### config.mk
export PLATFORM = sky130hd
export DESIGN_NAME = imu_sta_div
export DESIGN_NICKNAME = d
export VERILOG_FILES = /design/src/hdl/imu_sample_time_alignment_defines.svh /design/src/hdl/imu_sta_pkg.sv /design/src/hdl/imu_sta_div.sv
export SDC_FILE = /design/constraint.sdc
export NUM_CORES = 1
export LEC_CHECK = 0
export BUFFER_PORTS_ARGS = -buffer_cell sky130_fd_sc_hd__buf_2
export CAP_MARGIN = 0
export CORE_MARGIN = 2
export CORE_UTILIZATION = 57
export DETAILED_ROUTE_END_ITERATION = 7
export GPL_TIMING_DRIVEN = 0
export PLACE_DENSITY = 0.9
export SLEW_MARGIN = 20
export SYNTH_ARGS = -nofsm -noshare
export SYNTH_HDL_FRONTEND = slang
export SYNTH_SLANG_ARGS = --single-unit
### constraint.sdc
create_clock -name i_clk -period 3.8 [get_ports i_clk]
set_input_delay 1.14 -clock i_clk [delete_from_list [all_inputs] [get_ports i_clk]]
set_output_delay 1.14 -clock i_clk [all_outputs]
set_load 0.02 [all_outputs]
### src/hdl/imu_sample_time_alignment_defines.svh
// ----------------------------------------------------------------------------
// IMU sample time alignment: assertion macros
// Concurrent assertion wrappers on i_clk, disabled while i_rst_n is low.
// ----------------------------------------------------------------------------
`ifndef IMU_SAMPLE_TIME_ALIGNMENT_DEFINES_SVH
`define IMU_SAMPLE_TIME_ALIGNMENT_DEFINES_SVH
`ifndef SYNTHESIS
`define STA_ASSERT(label, prop) \
    label: assert property (@(posedge i_clk) disable iff (!i_rst_n) (prop)) \
        else $error("assertion failed");
`define STA_ASSERT_NEXT(label, ante, cons) \
    label: assert property (@(posedge i_clk) disable iff (!i_rst_n) (ante) |=> (cons)) \
        else $error("assertion failed");
`else
`define STA_ASSERT(label, prop)
`define STA_ASSERT_NEXT(label, ante, cons)
`endif
`endif

### src/hdl/imu_sta_pkg.sv
// ----------------------------------------------------------------------------
// IMU sample time alignment package
// Payload types, sequencer states, divider interface and FIFO slot helper.
// ----------------------------------------------------------------------------
`timescale 1ns / 1ps
package imu_sta_pkg;

    localparam int FIFO_DEPTH = 16;
    localparam int SLOT_W     = $clog2(FIFO_DEPTH);
    localparam int CNT_W      = $clog2(FIFO_DEPTH + 1);
    localparam int TIME_W     = 48;
    localparam int CH_N       = 10;
    localparam int DIV_REM_W  = 49;
    localparam int DIV_LOW_W  = 34;
    localparam int DIV_STEP_W = 6;

    localparam logic [1:0] STAT_OK     = 2'd0;
    localparam logic [1:0] STAT_BEFORE = 2'd1;
    localparam logic [1:0] STAT_GAP    = 2'd2;
    localparam logic [1:0] STAT_FEW    = 2'd3;

    localparam logic ACT_PUSH = 1'b0;
    localparam logic ACT_SYNC = 1'b1;

    typedef struct packed {
        logic               action;
        logic [47:0]        sample_time;
        logic signed [31:0] acc_x;
        logic signed [31:0] acc_y;
        logic signed [31:0] acc_z;
        logic signed [31:0] gyro_x;
        logic signed [31:0] gyro_y;
        logic signed [31:0] gyro_z;
        logic signed [31:0] quat_x;
        logic signed [31:0] quat_y;
        logic signed [31:0] quat_z;
        logic signed [31:0] quat_w;
    } t_in_item;

    typedef struct packed {
        logic [1:0]         status;
        logic [47:0]        out_time;
        logic signed [31:0] out_acc_x;
        logic signed [31:0] out_acc_y;
        logic signed [31:0] out_acc_z;
        logic signed [31:0] out_gyro_x;
        logic signed [31:0] out_gyro_y;
        logic signed [31:0] out_gyro_z;
        logic signed [31:0] out_quat_x;
        logic signed [31:0] out_quat_y;
        logic signed [31:0] out_quat_z;
        logic signed [31:0] out_quat_w;
    } t_out_item;

    // channel 0..5 motion, 6..9 quaternion x,y,z,w
    typedef struct packed {
        logic [TIME_W-1:0]       stime;
        logic [CH_N-1:0][31:0]   ch;
    } t_sample;

    typedef enum logic [3:0] {
        S_IDLE, S_CHECK, S_RD0, S_EVAL, S_WDIV, S_BLEND, S_SQR, S_SQRT, S_NDIV, S_FIN
    } t_state;

    typedef struct packed {
        logic                  start;
        logic [DIV_REM_W-1:0]  init_rem;
        logic [DIV_LOW_W-1:0]  low;
        logic [TIME_W-1:0]     divisor;
        logic [DIV_STEP_W-1:0] steps;
    } t_div_req;

    typedef struct packed {
        logic                 done;
        logic [DIV_LOW_W-1:0] quot;
    } t_div_rsp;

    function automatic logic [SLOT_W-1:0] slot_add(logic [SLOT_W-1:0] a, logic [CNT_W-1:0] b);
        logic [CNT_W:0] s;
        s = (CNT_W+1)'(a) + (CNT_W+1)'(b);
        if (s >= (CNT_W+1)'(FIFO_DEPTH)) begin
            s = s - (CNT_W+1)'(FIFO_DEPTH);
        end
        return s[SLOT_W-1:0];
    endfunction

endpackage

### src/hdl/imu_sta_div.sv
// ----------------------------------------------------------------------------
// IMU sample time alignment: restoring divider
// One quotient bit per cycle; remainder seed and dividend low bits given.
// ----------------------------------------------------------------------------
`timescale 1ns / 1ps
module imu_sta_div (
    input  logic                  i_clk,
    input  logic                  i_rst_n,
    input  imu_sta_pkg::t_div_req i_req,
    output imu_sta_pkg::t_div_rsp o_rsp
);
    import imu_sta_pkg::*;

    logic [DIV_REM_W-1:0]  r_rem;
    logic [DIV_LOW_W-1:0]  r_low;
    logic [TIME_W-1:0]     r_div;
    logic [DIV_LOW_W-1:0]  r_quo;
    logic [DIV_STEP_W-1:0] r_cnt;
    logic                  r_busy;
    logic                  r_done;
    logic [DIV_REM_W:0]    trial;
    logic                  take;

    assign trial = {r_rem, r_low[DIV_LOW_W-1]};
    assign take  = trial >= (DIV_REM_W+1)'(r_div);

    always_ff @(posedge i_clk) begin
        if (!i_rst_n) begin
            r_busy <= 1'b0;
            r_done <= 1'b0;
            r_cnt  <= '0;
        end else begin
            r_done <= 1'b0;
            if (i_req.start) begin
                r_busy <= 1'b1;
                r_cnt  <= i_req.steps;
            end else if (r_busy) begin
                r_cnt <= r_cnt - 1'b1;
                if (r_cnt == DIV_STEP_W'(1)) begin
                    r_busy <= 1'b0;
                    r_done <= 1'b1;
                end
            end
        end
    end

    always_ff @(posedge i_clk) begin
        if (i_req.start) begin
            r_rem <= i_req.init_rem;
            r_low <= i_req.low;
            r_div <= i_req.divisor;
            r_quo <= '0;
        end else if (r_busy) begin
            r_low <= {r_low[DIV_LOW_W-2:0], 1'b0};
            r_quo <= {r_quo[DIV_LOW_W-2:0], take};
            r_rem <= take ? DIV_REM_W'(trial - (DIV_REM_W+1)'(r_div)) : trial[DIV_REM_W-1:0];
        end
    end

    assign o_rsp.done = r_done;
    assign o_rsp.quot = r_quo;

endmodule

==> results of run 1 <==
worst max-delay path by stage:
stage | startpoint | end | slack [ps] | cells past startpoint
finish | i_req[137] | r_rem[2]$_DFFE_PP_ | 170 | 5
global route | r_low[33]$_DFFE_PP_ | r_rem[48]$_DFFE_PP_ | -0.1 | 14
CTS | i_req[137] | r_low[25]$_DFFE_PP_ | 90 | 5
detailed placement | i_req[137] | r_low[22]$_DFFE_PP_ | -550 | 5
global placement | i_req[137] | r_low[22]$_DFFE_PP_ | -1550 | 4
floorplan | i_req[137] | r_low[0]$_SDFFCE_PN0P_ | 610 | 3
layout make-up:
type,instances,area (um2)
fillers,1302,5450
flip-flops and latches,173,4770
multi-input cells,690,4720
repair buffers,175,893
clock buffers,17,425
well taps,225,282
plain buffers,57,274
inverters,65,244
clock inverters,15,171
diodes,1,2.50
report_power, final:
group          internal, mW  total [mW]  switching, mW
Clock                 0.888        1.76          0.876
Combinational          1.64        4.07           2.44
Sequential             2.47        2.65          0.177
layout by cell type, fill, tap and decap left out, drive strengths merged, types with 2 or more instances in the layout:
master   netlist  routed
a2111o         3       3
a211o          2       2
a211oi        12      12
a21boi         4       4
a21o          19      19
a21oi         90      90
a311oi         2       2
a31oi         10      10
and2           7       7
and3           9       9
and4           2       2
buf           26     198
clkbuf        31      51
clkinv         0       7
dfxtp         42      42
edfxtp       131     131
ha            50      50
inv           65      73
mux2          36      36
mux2i         36      36
nand2         79      79
nand2b         4       4
nand3         10      10
nand4         13      13
nor2          87      87
nor2b          8       8
nor3           7       7
nor4           4       4
o2111ai        3       3
o211a          2       2
o211ai        11      11
o21a          15      15
o21ai         79      79
o21bai        11      11
o31a           2       2
o31ai          3       3
or2            3       4
or3            4       4
xnor2         30      30
xor2          18      18
through the flow:
step | util, % | cells
finish | 68.4 | 1418
CTS | 68.3 | 1417
global placement | 64.7 | 1383
detailed placement | 64.8 | 1384
floorplan | - | 984
global route | 68.4 | 1418
cells by family after synthesis:
group	Yosys count
buffers and inverters	122
XOR/XNOR	48
AND/OR/NAND/NOR	241
AO/OA/AOI/OAI	277
adder cells (fa/ha/maj)	51
flip-flops	173
multiplexers	72
what timing repair did:
item | in CTS | in global routing
pin swaps | 0 | 0
endpoints found under the setup margin | 39 | 5
resized for setup | 0 | 4
gates cloned | 1 | 0
per-layer routing:
metal,global-route usage [%],wire length (um)
met3,8.95,2360
met4,9.72,658
met5,0,13
met2,47.5,12300
met1,34.2,10500
sequential cells by signal, indices dropped and copies added (netlist names):
| signal | flops |
|---|---|
| r_busy | 1 |
| r_cnt | 6 |
| r_div | 48 |
| r_done | 1 |
| r_low | 34 |
| r_quo | 34 |
| r_rem | 49 |
tightest hold or removal path: stages, from the launching register on:
cell,delay [ps]
dfxtp_1,340
mux2i_1,70
nor2_1,80
==> out/results.ini, run 1 <==
[outcome]
status = completed

[synth]
ys_ff_latch = 173
synth.most_common_cell = edfxtp_1
synth_top_area_cell = edfxtp_1
netlist.area_leader.share_pct = 39.4
synth.distinct_cells = 71
synthAdderAreaFrac_pct = 6.46
synth-edff-count = 131
yosys.area_share.xor_xnor_pct = 4.21
ys_dominant_reg_cell = edfxtp_1
netlist_top_cells_area = edfxtp_1, dfxtp_1, ha_1
synth_common_cells = edfxtp_1, a21oi_1, nor2_1, nand2_1, inv_1
syn_inst = 984
syn_avg_cell_area_um2 = 10.2
yosys_warnings = 0
synth-compound-area-share_pct = 17.7
synth-simple-area-share_pct = 11.1
synth_top_family_by_area = compound AO/OA/AOI/OAI gates
synth-seq-area-share_pct = 47.8
synth_async_sr_flop_share_pct = 0
synthMuxAreaShare_pct = 7.66
synth_area_um2 = 9990
postSynthNetCount = 1175

[power_and_ir_drop]
irDropWorstVdd_mv = 0.425
p_per_area_nw_per_um2 = 720
leakagePower_nw = 5.06
totalPowerFinal_mw = 8.49

[job]
max_cap_viol_count = 0

[critical_path]
path_max_fanout = 54
path_class = in2reg
rrSetupSlack_ps = 180
arrival_ps = 3760
r2r_end = r_rem[48]$_DFFE_PP_
critPathCaptureType = register
crit_chain = buf_4, clkbuf_1, clkbuf_1, or2_4, buf_12
crit_family = buffers and inverters
cp_common_cell = clkbuf_1
critPathRequiredTime_ps = 3930
cp_slowest_cell = clkbuf_1
reg2regPathDepth = 14
slowest_delay_ps = 660
path_buf_inv = 4
r2r-start = r_low[33]$_DFFE_PP_
critPathLaunchType = input pin

[timing]
period_share_pct = 95.4
clock_skew_ps = 12.7
timing.fmax_mhz = 276
finalCriticalPeriod_ps = 3630
fin_tns_setup_ps = 0
setup_viol = 0
rsz0062_at_grt = yes
hold_viol_final = 0
finalMaxSlewViolations = 0
fin_ws_ps = 173
slew_headroom_pct = 45.2
worst_pin_slew_ps = 822
timing.hold.ws_ps = 523

[floorplan]
rows = 48
die_y_um = 136
core-area_um2 = 17200
ios = 175
dieArea_um2 = 18600
dieWidth_um = 136
initial_core_util_pct = 58.0

[route]
ant_nets = 0
wire_per_inst_um = 18.2
firstDrtPassIters = 5
drc = 0
vias_per_cell = 5.82
vias = 8254
wl_um = 25800
drt_first_iter_violations = 762

[clock_tree]
cts_root_buf = clkbuf_16
numCtsBuffers = 17
cts_buffer_depth = 2
cts_tree = built
cts.sinks = 173
h-tree-depth = 4
clk_pin_slew_ps = 70
insertion_delay_ps = 440
cts_hold_buf = 0
post_cts_buffers = 0

[hold_path]
worstHoldStart = r_quo[33]$_SDFFE_PP0P_
hold_path.class = reg2reg
whs_path_depth = 2
holdPathEnd = r_quo[33]$_SDFFE_PP0P_

[global_routing]
antenna_found_initial = 3
overflow = 0
grt_use_total_pct = 28.2
grt_pass1_wl_um = 40400
grt_max_degree = 55
grt_pass1_vias = 8107

[cells_and_area]
layout-drive-gt1-share_pct = 24.2
syn2layout_area_growth_pct = 18.0
fin_area_um2 = 11800
nets = 1370

[place]
hpwl_um = 18300
gp_congestion = 0.936
dpl_cell_area_um2 = 11200
place_ws_ps = -551
io_buffer_count = 174

Power figures use the tool's default switching activity.
==> run 2: changes to the inputs <==
--- a/config.mk
+++ b/config.mk
@@ -7,6 +7,7 @@
 export LEC_CHECK = 0
 export BUFFER_PORTS_ARGS = -buffer_cell sky130_fd_sc_hd__buf_2
 export CAP_MARGIN = 0
+export CORE_ASPECT_RATIO = 1.2
 export CORE_MARGIN = 2
 export CORE_UTILIZATION = 57
 export DETAILED_ROUTE_END_ITERATION = 7
==> run 2 against run 1 <==
  * Maximum frequency shrank 0.60%
  * Critical path type is now reg2reg
  * Clock power is essentially flat
  * First-iteration DRC count fell by 29%
  * Worst hold slack better by 0.97 ps
  * Critical endpoint is now r_rem[48]$_DFFE_PP_
  * Largest power group unchanged
  * Worst setup slack got worse by 22 ps
  * Largest cell class unchanged
==> out/results.ini, run 2 (synthesis gave the netlist of run 1 again) <==
[outcome]
status = completed

[critical_path]
critPathRequiredTime_ps = 3990
rrSetupSlack_ps = 150
arrival_ps = 3840
critPathCaptureType = register
path_max_fanout = 4
path_class = reg2reg
critPathLaunchType = register

[clock_tree]
post_cts_buffers = 0
cts_buffer_depth = 2
cts_hold_buf = 0
cts_root_buf = clkbuf_16
cts_tree = built
cts.sinks = 173
clk_pin_slew_ps = 80
numCtsBuffers = 17
cts_resized = 0
h-tree-depth = 4
insertion_delay_ps = 440

[timing]
worst_pin_slew_ps = 845
clock_skew_ps = 10.9
slew_headroom_pct = 43.7
finalCriticalPeriod_ps = 3650
hold_viol_final = 0
finalMaxSlewViolations = 0
setup_viol = 0
period_share_pct = 96.0
rsz0062_at_grt = no
timing.fmax_mhz = 274

[global_routing]
grt_busiest_layer = met2
use_met3_pct = 8.25
grt_pass1_wl_um = 41100
grtUsageMet1_pct = 31.0
gr-usage-met2_pct = 48.6
grt_max_degree = 55
overflow = 0
antenna_found_initial = 5
grt_pass1_vias = 8576
grt_use_total_pct = 27.7

[route]
vias_per_cell = 5.89
drt_first_iter_violations = 544
wl_um = 25400
firstDrtPassIters = 5
vias = 8313
ant_nets = 0
wire_per_inst_um = 18.0
drc = 0

[floorplan]
dieArea_um2 = 18600
initial_core_util_pct = 57.5
die_y_um = 149
ios = 175
rows = 53
dieWidth_um = 125
core-area_um2 = 17400

[place]
hpwl_um = 18600
io_buffer_count = 174
dpl_cell_area_um2 = 11200
placed_cells = 1379
gp_congestion = 0.965

[cells_and_area]
layout-drive-gt1-share_pct = 24.0
fin_area_um2 = 11800
mostFrequentLayoutCells = buf_2, edfxtp_1, a21oi_1
largestRegisters = r_rem (49), r_div (48)
layout_commonest_cell = buf_2
nets = 1369
fillers = 1355
syn2layout_area_growth_pct = 18.0
largest_reg_flops = 49
max_flop_register = r_rem
final_cell_count_no_fill = 1412

[hold_path]
hold_path.class = reg2reg

[power_and_ir_drop]
p_per_area_nw_per_um2 = 719
irDropWorstVdd_mv = 0.512
totalPowerFinal_mw = 8.48
leakagePower_nw = 5.06

[job]
max_cap_viol_count = 0

[run 2: cell types whose count changed in the layout (fill, tap and decap cells not counted), sizes merged]
cell,change
buf,+2
clkbuf,-2
clkinv,-2
clkinvlp,+1
inv,+1
or2,-1
[run 2: stage by stage]
step	setup slack (ps)	util, %	setup TNS, ps	hold slack, ps
finish	151	67.9	0	524
global route	4.38	67.9	0	554
CTS	163	67.8	0	523
detailed placement	-305	64.3	-16020	505
global placement	-1480	64.1	-122920	469
floorplan	607	-	0	523
[run 2: worst paths after layout]
path	start	end	depth (start not counted)
min	r_quo[33]$_SDFFE_PP0P_	r_quo[33]$_SDFFE_PP0P_	2
max reg2reg	r_low[33]$_DFFE_PP_	r_rem[48]$_DFFE_PP_	14
max	r_low[33]$_DFFE_PP_	r_rem[48]$_DFFE_PP_	14
min reg2reg	r_quo[33]$_SDFFE_PP0P_	r_quo[33]$_SDFFE_PP0P_	2
[run 2: where the power goes]
part	internal (mW)	total, mW	leakage (nW)	switching (mW)
registers	2.47	2.65	1.65	0.182
clock network	0.901	1.78	0.295	0.880
logic	1.63	4.04	3.12	2.42
total	5.00	8.48	5.06	3.48
[run 2: final cells by class]
class / count / area (um2) / area share (%)
multi-input cells: 689 / 4710 / 40.0
clock buffers: 17 / 425 / 3.61
diodes: 1 / 2.50 / 0.0212
plain buffers: 57 / 269 / 2.28
clock inverters: 15 / 188 / 1.59
repair buffers: 175 / 901 / 7.64
inverters: 65 / 244 / 2.07
well taps: 220 / 275 / 2.33
flip-flops and latches: 173 / 4770 / 40.5
[run 2: routing by layer]
metal	share of wire [%]	wire, um	vias up
met4	3.8	964	6
met2	50	12600	361
met3	8.3	2110	80
met1	38	9650	3913
met5	0.17	43	-
li1	-	-	3953
[run 2: worst max-delay path: stages (launching register included)]
cell and delay [ps]:
edfxtp_1 390, inv_1 80, ha_1 170, inv_1 60, fa_1 450, a211oi_2 290, o21bai_1 160, o2111a_1 330
nor3b_2 370, o2111ai_1 190, a41o_1 330, nand3_1 120, o21ai_1 80, xnor2_1 130, mux2_2 260
